[src/rtl/core/kphe_pkg.sv]
package kphe_pkg;

  typedef enum logic [1:0] {
    PH_DOWN = 2'd0,
    PH_HOLD = 2'd1,
    PH_UP   = 2'd2
  } phase_e;

  typedef enum logic [7:0] {
    CFG_HOLD_THR = 8'd0,
    CFG_ECHO     = 8'd1
  } cfg_idx_e;

  typedef struct packed {
    phase_e     phase;
    logic [7:0] cnt;
  } entry_t;

  typedef struct packed {
    logic [7:0] key;
    phase_e     kind;
  } ev_t;

  localparam entry_t ENTRY_RESET = '{phase: PH_UP, cnt: 8'd0};

  localparam int unsigned FIFO_DEPTH = 4;
  localparam int unsigned FIFO_AW    = 2;
  localparam int unsigned FIFO_CW    = 3;

  localparam int unsigned IN_TDATA_W  = 16;
  localparam int unsigned OUT_TDATA_W = 40;

  localparam logic [7:0] HOLD_THR_RESET = 8'd200;
  localparam logic [7:0] CMD_SEND_KEY   = 8'd35;
  localparam logic [7:0] SECOND_BASE    = 8'd64;
  localparam logic [7:0] THIRD_BASE     = 8'd128;

  localparam logic [2:0] LED_NONE = 3'd0;
  localparam logic [2:0] LED_DOWN = 3'd5;
  localparam logic [2:0] LED_HOLD = 3'd4;
  localparam logic [2:0] LED_UP   = 3'd7;

endpackage

[src/rtl/core/kphe_fifo.sv]
module kphe_fifo
  import kphe_pkg::*;
(
  input  logic               clk_i,
  input  logic               rst_ni,
  input  logic               push_i,
  input  ev_t                push_data_i,
  input  logic               pop_i,
  output ev_t                pop_data_o,
  output logic               nonempty_o,
  output logic [FIFO_CW-1:0] cnt_o
);

  ev_t                mem_q [FIFO_DEPTH];
  logic [FIFO_AW-1:0] wr_ptr_q, wr_ptr_d;
  logic [FIFO_AW-1:0] rd_ptr_q, rd_ptr_d;
  logic [FIFO_CW-1:0] cnt_q, cnt_d;

  always_comb begin
    wr_ptr_d = push_i ? FIFO_AW'(wr_ptr_q + 1'b1) : wr_ptr_q;
    rd_ptr_d = pop_i ? FIFO_AW'(rd_ptr_q + 1'b1) : rd_ptr_q;
    cnt_d    = cnt_q;
    if (push_i && !pop_i) begin
      cnt_d = FIFO_CW'(cnt_q + 1'b1);
    end else if (!push_i && pop_i) begin
      cnt_d = FIFO_CW'(cnt_q - 1'b1);
    end
  end

  always_ff @(posedge clk_i or negedge rst_ni) begin
    if (!rst_ni) begin
      wr_ptr_q <= '0;
      rd_ptr_q <= '0;
      cnt_q    <= '0;
    end else begin
      wr_ptr_q <= wr_ptr_d;
      rd_ptr_q <= rd_ptr_d;
      cnt_q    <= cnt_d;
    end
  end

  always_ff @(posedge clk_i) begin
    if (push_i) begin
      mem_q[wr_ptr_q] <= push_data_i;
    end
  end

  assign pop_data_o = mem_q[rd_ptr_q];
  assign nonempty_o = (cnt_q != '0);
  assign cnt_o      = cnt_q;

`ifndef SYNTHESIS
  a_no_overflow: assert property (@(posedge clk_i) disable iff (!rst_ni)
    push_i |-> (cnt_q != FIFO_CW'(FIFO_DEPTH)) || pop_i)
    else $error("event queue overflow");

  a_no_underflow: assert property (@(posedge clk_i) disable iff (!rst_ni)
    pop_i |-> cnt_q != '0)
    else $error("event queue underflow");
`endif

endmodule

[src/rtl/core/kphe_front.sv]
module kphe_front
  import kphe_pkg::*;
#(
  parameter int unsigned NUM_KEYS = 256
) (
  input  logic               clk_i,
  input  logic               rst_ni,
  input  logic               in_valid_i,
  output logic               in_ready_o,
  input  logic [7:0]         key_i,
  input  logic               raw_level_i,
  input  logic [7:0]         hold_thr_i,
  input  logic [FIFO_CW-1:0] fifo_cnt_i,
  output logic               push_o,
  output ev_t                push_data_o
);

  localparam int unsigned KeyAw = (NUM_KEYS > 1) ? $clog2(NUM_KEYS) : 1;

  entry_t mem_q [NUM_KEYS];
  logic [NUM_KEYS-1:0] vld_q;

  logic        take;
  logic        in_range;
  logic        s1_valid_q;
  logic [7:0]  s1_key_q;
  logic        s1_pressed_q;
  logic        fwd_q;
  entry_t      fwd_ent_q;
  entry_t      rd_q;
  logic        rdv_q;
  entry_t      cur;
  entry_t      nxt;
  logic [7:0]  cnt_inc;
  logic        ev_valid;
  phase_e      ev_kind;

  assign in_range   = {1'b0, key_i} < 9'(NUM_KEYS);
  assign in_ready_o = (4'(fifo_cnt_i) + 4'(s1_valid_q)) < 4'(FIFO_DEPTH);
  assign take       = in_valid_i && in_ready_o && in_range;

  always_comb begin
    cur      = fwd_q ? fwd_ent_q : (rdv_q ? rd_q : ENTRY_RESET);
    nxt      = cur;
    cnt_inc  = 8'(cur.cnt + 8'd1);
    ev_valid = 1'b0;
    ev_kind  = PH_UP;
    case (cur.phase)
      PH_DOWN: begin
        if (s1_pressed_q) begin
          nxt.cnt = cnt_inc;
          if (cnt_inc > hold_thr_i) begin
            nxt.phase = PH_HOLD;
            ev_valid  = 1'b1;
            ev_kind   = PH_HOLD;
          end
        end else begin
          nxt.phase = PH_UP;
          nxt.cnt   = 8'd0;
          ev_valid  = 1'b1;
          ev_kind   = PH_UP;
        end
      end
      PH_HOLD: begin
        if (!s1_pressed_q) begin
          nxt.phase = PH_UP;
          nxt.cnt   = 8'd0;
          ev_valid  = 1'b1;
          ev_kind   = PH_UP;
        end
      end
      default: begin
        if (s1_pressed_q) begin
          nxt.phase = PH_DOWN;
          ev_valid  = 1'b1;
          ev_kind   = PH_DOWN;
        end
      end
    endcase
  end

  always_ff @(posedge clk_i or negedge rst_ni) begin
    if (!rst_ni) begin
      s1_valid_q <= 1'b0;
      fwd_q      <= 1'b0;
      rdv_q      <= 1'b0;
      vld_q      <= '0;
    end else begin
      s1_valid_q <= take;
      fwd_q      <= take && s1_valid_q && (s1_key_q == key_i);
      if (take) begin
        rdv_q <= vld_q[key_i[KeyAw-1:0]];
      end
      if (s1_valid_q) begin
        vld_q[s1_key_q[KeyAw-1:0]] <= 1'b1;
      end
    end
  end

  always_ff @(posedge clk_i) begin
    if (s1_valid_q) begin
      mem_q[s1_key_q[KeyAw-1:0]] <= nxt;
    end
    if (take) begin
      rd_q         <= mem_q[key_i[KeyAw-1:0]];
      fwd_ent_q    <= nxt;
      s1_key_q     <= key_i;
      s1_pressed_q <= !raw_level_i;
    end
  end

  assign push_o           = s1_valid_q && ev_valid;
  assign push_data_o.key  = s1_key_q;
  assign push_data_o.kind = ev_kind;

`ifndef SYNTHESIS
  a_fwd_needs_update: assert property (@(posedge clk_i) disable iff (!rst_ni)
    fwd_q |-> s1_valid_q)
    else $error("bypass selected without an update in flight");

  a_room_for_update: assert property (@(posedge clk_i) disable iff (!rst_ni)
    s1_valid_q |-> fifo_cnt_i < FIFO_CW'(FIFO_DEPTH))
    else $error("update stage without queue room");
`endif

endmodule

[src/rtl/core/kphe_back.sv]
module kphe_back
  import kphe_pkg::*;
(
  input  logic                   clk_i,
  input  logic                   rst_ni,
  input  logic                   echo_i,
  input  logic                   ev_valid_i,
  input  ev_t                    ev_i,
  output logic                   pop_o,
  output logic                   out_valid_o,
  input  logic                   out_ready_i,
  output logic [OUT_TDATA_W-1:0] out_data_o
);

  logic       out_valid_q;
  logic [7:0] key_q;
  phase_e     kind_q;
  logic [7:0] second_q;
  logic [7:0] third_q;
  logic [2:0] led_q;
  logic [7:0] second_d;
  logic [7:0] third_d;
  logic [2:0] led_d;

  assign pop_o = ev_valid_i && (!out_valid_q || out_ready_i);

  always_comb begin
    second_d = 8'(SECOND_BASE + {4'b0, ev_i.kind, 2'b0} + {6'b0, ev_i.key[7:6]});
    third_d  = 8'(THIRD_BASE + {2'b0, ev_i.key[5:0]});
    led_d    = LED_NONE;
    if (echo_i) begin
      case (ev_i.kind)
        PH_DOWN: led_d = LED_DOWN;
        PH_HOLD: led_d = LED_HOLD;
        PH_UP:   led_d = LED_UP;
        default: led_d = LED_NONE;
      endcase
    end
  end

  always_ff @(posedge clk_i or negedge rst_ni) begin
    if (!rst_ni) begin
      out_valid_q <= 1'b0;
    end else if (pop_o) begin
      out_valid_q <= 1'b1;
    end else if (out_ready_i) begin
      out_valid_q <= 1'b0;
    end
  end

  always_ff @(posedge clk_i) begin
    if (pop_o) begin
      key_q    <= ev_i.key;
      kind_q   <= ev_i.kind;
      second_q <= second_d;
      third_q  <= third_d;
      led_q    <= led_d;
    end
  end

  assign out_valid_o = out_valid_q;
  assign out_data_o  = {3'b0, led_q, third_q, second_q, CMD_SEND_KEY, kind_q, key_q};

endmodule

[src/rtl/core/key_press_hold_event_encoder.sv]
// Key press/hold event encoder. Feed one key sample per transaction (key index and
// active-low line level); each key moves through up, down and hold and every phase
// change comes out as one transaction carrying the key, the event kind, the three-byte
// send-key packet and, with LED echo on, an LED command. The block takes one sample
// every clock cycle while the event queue has room; once a sample is accepted, the
// registered read of the per-key state is updated and queued in the next cycle, and
// the event moves from the queue head into the output register when that is free.
// A four-entry event queue absorbs output stalls. Per-key valid flags give the
// reset state at once, so there is no clearing pass. Samples for keys at or above
// NUM_KEYS are taken and dropped. Write configuration only while the block is idle.
module key_press_hold_event_encoder
  import kphe_pkg::*;
#(
  parameter int unsigned NUM_KEYS = 256
) (
  input  logic                   clk_i,
  input  logic                   rst_ni,
  input  logic                   s_axis_tvalid,
  output logic                   s_axis_tready,
  // [7:0] key_index, [8] raw_level
  input  logic [IN_TDATA_W-1:0]  s_axis_tdata,
  output logic                   m_axis_tvalid,
  input  logic                   m_axis_tready,
  // [7:0] event_key, [9:8] event_kind, [17:10] command_byte, [25:18] second_byte,
  // [33:26] third_byte, [36:34] led_command
  output logic [OUT_TDATA_W-1:0] m_axis_tdata,
  input  logic                   cfg_valid_i,
  output logic                   cfg_ready_o,
  input  logic [7:0]             cfg_index_i,
  input  logic [7:0]             cfg_data_i
);

  logic [7:0]         hold_thr_q;
  logic               echo_q;
  logic               push;
  ev_t                push_data;
  logic               pop;
  ev_t                pop_data;
  logic               fifo_nonempty;
  logic [FIFO_CW-1:0] fifo_cnt;

  assign cfg_ready_o = 1'b1;

  always_ff @(posedge clk_i or negedge rst_ni) begin
    if (!rst_ni) begin
      hold_thr_q <= HOLD_THR_RESET;
      echo_q     <= 1'b0;
    end else if (cfg_valid_i) begin
      case (cfg_index_i)
        CFG_HOLD_THR: hold_thr_q <= cfg_data_i;
        CFG_ECHO:     echo_q     <= cfg_data_i[0];
        default:      ;
      endcase
    end
  end

  kphe_front #(
    .NUM_KEYS (NUM_KEYS)
  ) u_front (
    .clk_i       (clk_i),
    .rst_ni      (rst_ni),
    .in_valid_i  (s_axis_tvalid),
    .in_ready_o  (s_axis_tready),
    .key_i       (s_axis_tdata[7:0]),
    .raw_level_i (s_axis_tdata[8]),
    .hold_thr_i  (hold_thr_q),
    .fifo_cnt_i  (fifo_cnt),
    .push_o      (push),
    .push_data_o (push_data)
  );

  kphe_fifo u_fifo (
    .clk_i       (clk_i),
    .rst_ni      (rst_ni),
    .push_i      (push),
    .push_data_i (push_data),
    .pop_i       (pop),
    .pop_data_o  (pop_data),
    .nonempty_o  (fifo_nonempty),
    .cnt_o       (fifo_cnt)
  );

  kphe_back u_back (
    .clk_i       (clk_i),
    .rst_ni      (rst_ni),
    .echo_i      (echo_q),
    .ev_valid_i  (fifo_nonempty),
    .ev_i        (pop_data),
    .pop_o       (pop),
    .out_valid_o (m_axis_tvalid),
    .out_ready_i (m_axis_tready),
    .out_data_o  (m_axis_tdata)
  );

endmodule

[config.mk]
export PLATFORM = sky130hd
export DESIGN_NAME = key_press_hold_event_encoder
export DESIGN_NICKNAME = d
export VERILOG_FILES = /design/src/rtl/core/kphe_pkg.sv /design/src/rtl/core/kphe_fifo.sv /design/src/rtl/core/kphe_front.sv /design/src/rtl/core/kphe_back.sv /design/src/rtl/core/key_press_hold_event_encoder.sv
export SDC_FILE = /design/constraint.sdc
export NUM_CORES = 2
export LEC_CHECK = 0
export BUFFER_PORTS_ARGS = -buffer_cell sky130_fd_sc_hd__buf_4
export CAP_MARGIN = 20
export CORE_MARGIN = 4
export CORE_UTILIZATION = 31
export CTS_BUF_LIST = sky130_fd_sc_hd__clkbuf_16
export DETAILED_ROUTE_END_ITERATION = 8
export PLACE_DENSITY = 0.53
export SLEW_MARGIN = 0
export SYNTH_ARGS = -nofsm -noshare
export SYNTH_HDL_FRONTEND = slang
export SYNTH_SLANG_ARGS = --single-unit
[constraint.sdc]
create_clock -name clk_i -period 18.9 [get_ports clk_i]
set_clock_uncertainty 0.1 [all_clocks]
set_input_delay 0.945 -clock clk_i [delete_from_list [all_inputs] [get_ports clk_i]]
set_output_delay 0.945 -clock clk_i [all_outputs]
set_load 0.02 [all_outputs]
==> run summary <==
run status: finished clean
RSZ-0062 raised after global routing: no
f_max: 153 MHz
adder-cell share of the synthesized area: 0.174%
dominant cells by area after synthesis: edfxtp_1, mux4_2, dfrtp_1
Synthesis Warnings: 0
initial antenna violation count: 10
CP endpoint: u_front.rd_q[4]$_DFFE_PP_
prevailing post-synth register cell: edfxtp_1
Worst setup EP type: flop
CTS Buf Count: 311
Mapped Cells: 5,398
HP Class: in -> reg
Via density: 5.14
Post-synth EDFFs: 2,642
PD cells: 117 nW/um2
CTS clock-pin slew for the worst setup and hold paths: 0.07 ns
flop-to-flop setup slack: 12.94 ns
final net count: 5,815
top cell type's share of synthesized area: 70.6%
Hold WS: 0.136 ns
sequential fraction of the synthesis area: 76.8%
Core Region: 360,000 um2
top-count cell post-synth: edfxtp_1
Die X: 610 um
I/O pins: 80
worst vdd rail ir drop: 0.103 mV
Tightest Pin Transition: 1.37 ns
placed instance area: 119,000 um2
reg2reg end: u_front.mem_q[197][8]$_DFFE_PP_
Die H: 610 um
minimum clock period: 6.54 ns
crit start category: primary input
crit path max-delay cell type: buf_4
HPWL after DPL: 172,000 um
Area Overhead vs Synth: 16.0%
final hold viol count: 0
Compound-Gate Fraction of Synth Area: 3.63%
Hold Path Stages: 2
clock sink total: 2,918
Register-to-Register Path Depth: 15
Initial Util: 31.2%
routed vias: 55.6k
DRC viols: 0
Final Core Density: 36.2%
first-pass GRT wire length: 418,000 um
post-route clock period utilization: 34.6%
Longest Clk Path Bufs: 4
worst rel slew slack: 7.71%
GRT overflow: 0
Non-Filler Instances: 10.8k
CP Cell Sequence: buf_8, buf_4, buf_4, buf_4, buf_4, mux4_2, a22oi_1, a21oi_1, nor4_2, o22ai_1, or2_1
Setup TNS: 0 ns
TritonCTS clock tree: yes
critical path fanouts, max: 90
CP Data Required Time: 19.44 ns
simple-gate share of the synthesized area: 3.33%
Rows: 220
xor and xnor area share after synthesis: 0.156%
gpl congestion: 0.808
overall routing resource usage: 15.3%
max incr delay on CP: 0.84 ns
Clock Latency Late Sink: 0.90 ns
PortBufs: 54
largest family of logic cells by synthesized area: multiplexers
die area: 372,000 um2
Unique masters post-synth: 60
final non-filler cell area: 130,000 um2
post-synthesis mux area share: 14.4%
CP Class: in -> reg
syn_area_per_cell: 20.8 um2
H-tree depth: 5
DRT antenna net count: 0
setup violators final: 0
postcts setup bufs: 0
synthesized cell area: 112,000 um2
cell mode on critical path: buf_4
first-pass detailed-route iteration total: 7
number of global-route vias before repair: 56.5k
Slew Limit Fails: 0
#FFs+latches synth: 2,918
total routed wirelength: 292,000 um
list of most frequent post-synthesis cells: edfxtp_1, mux4_2, a22oi_1
Async S/R FF share, synth: 9.46%
CP Data Arrival Time: 7.08 ns
P_leak: 0.0433 uW
pin count of the biggest net entering global routing: 179
Yosys top cell by area: edfxtp_1
Critical path origin: s_axis_tdata[1]
Max-Cap Viols: 0
placed cell count: 10.1k
initial DRC count: 5,742
CTS root buf: clkbuf_16
R2R Path Start: u_front.fwd_q$_DFF_PN0_
fraction of layout cells with a size suffix above 1: 30.0%
post-DR wirelength/cell: 27.0 um
## cell usage in the layout, fill, tap and decap left out, types with 6 or more instances in the layout
cell | netlist | layout
mux4_2 | 705 | 705
a22o_1 | 6 | 6
nand2_1 | 49 | 48
clkinv_8 | 0 | 6
a22oi_1 | 341 | 341
nand3_1 | 30 | 30
edfxtp_1 | 2642 | 2642
clkinv_2 | 0 | 57
bufinv_16 | 0 | 26
mux2_2 | 9 | 9
clkinv_16 | 0 | 7
conb_1 | 2 | 18
buf_12 | 0 | 12
inv_16 | 0 | 9
a21oi_1 | 176 | 176
buf_6 | 7 | 59
nor3_1 | 7 | 7
nor2b_1 | 17 | 15
o22ai_4 | 0 | 6
xnor2_1 | 10 | 10
nor2_1 | 277 | 275
ha_1 | 14 | 14
or2_1 | 11 | 11
clkbuf_16 | 0 | 314
dfrtp_1 | 273 | 273
xor2_1 | 10 | 10
nand4_1 | 11 | 11
and2_1 | 9 | 8
o21ai_0 | 20 | 18
o22ai_1 | 28 | 22
nand2b_1 | 8 | 6
inv_1 | 24 | 90
diode_2 | 0 | 6
nor4_1 | 46 | 42
or2_2 | 258 | 258
mux2i_1 | 18 | 18
inv_6 | 0 | 6
buf_4 | 43 | 296
clkinv_1 | 1 | 75
## area by class of cell
class                   instances  area, um2
flip-flops and latches       2918      86200
clock buffers                 314       7860
repair buffers                380       3310
multi-input cells            2127      24600
diodes                          6       15.0
well taps                    4773       5970
inverters                      25        101
clock inverters               257       2180
fillers                     33079     230000
## worst max-delay path, delay by kind of cell
family,cells,cell delay [ns]
AND/OR/NAND/NOR,2,1.02
buffers and inverters,5,3.62
AO/OA/AOI/OAI,3,0.73
multiplexers,1,0.42
## state kept, by name (all words and copies together), names as in the netlist, 2 cells and up
register and count:
u_back.led_q 3, u_front.mem_q 2560, u_front.vld_q 256, u_fifo.rd_ptr_q 2, u_fifo.wr_ptr_q 2, u_front.fwd_ent_q 10
u_back.second_q 4, u_front.rd_q 10, u_fifo.cnt_o 3, u_fifo.mem_q 40, u_front.s1_key_q 8, hold_thr_q 8
u_back.key_q 6
## kinds of logic (layout without fill, tap and decap cells)
group / count (synthesis) / count (layout)
compound gates: 609 / 609
xor+xnor: 20 / 20
fa+ha+maj: 15 / 15
buf+inv: 369 / 976
flops: 2918 / 2918
mux: 732 / 732
other cells: 2 / 24
simple gates: 733 / 733
## per-layer routing
layer  routed length, um  vias to the layer above  track usage [%]  part of all wire (%)
met5                  13                        -                0                0.0045
met4                7790                        2             4.31                   2.7
met3               19500                      401             2.59                   6.7
met2              140000                     1994             24.5                    48
met1              124000                    30131             21.6                    43
li1                    -                    23022                -                     -
## power by group
part / internal (uW) / leakage (uW) / switching [uW] / total, uW
Clock: 3410 / 0.00517 / 2550 / 5960
Sequential: 7690 / 0.0280 / 93.0 / 7790
Combinational: 405 / 0.0101 / 1100 / 1500
## per-stage QoR
stage               setup WS (ns)  power [uW]
floorplan                    4.90        8990
global placement            10.94        9370
detailed placement          10.97        9450
CTS                         11.96       15400
global route                12.09       15800
finish                      12.36       15200
## how the worst min path moves through the flow
| stage | startpoint | to | slack, ns |
|---|---|---|---|
| after detailed placement | u_front.vld_q[78]$_DFFE_PN0P_ | u_front.vld_q[78]$_DFFE_PN0P_ | 0.35 |
| after floorplan | u_front.vld_q[204]$_DFFE_PN0P_ | u_front.vld_q[204]$_DFFE_PN0P_ | 0.33 |
| after global placement | u_front.vld_q[204]$_DFFE_PN0P_ | u_front.vld_q[204]$_DFFE_PN0P_ | 0.34 |
| after global routing | m_axis_tready | u_back.out_valid_o$_DFFE_PN0P_ | 0.13 |
| final | m_axis_tready | u_back.out_valid_o$_DFFE_PN0P_ | 0.14 |
| after CTS | m_axis_tready | u_back.out_valid_o$_DFFE_PN0P_ | 0.07 |
## timing repair
item	4_1_cts	5_1_grt
hold buffers	1	0
hold endpoints to repair	32	0
gates resized for setup	0	0
endpoints found under the setup margin	0	0
(Power assumes the default switching activity.)
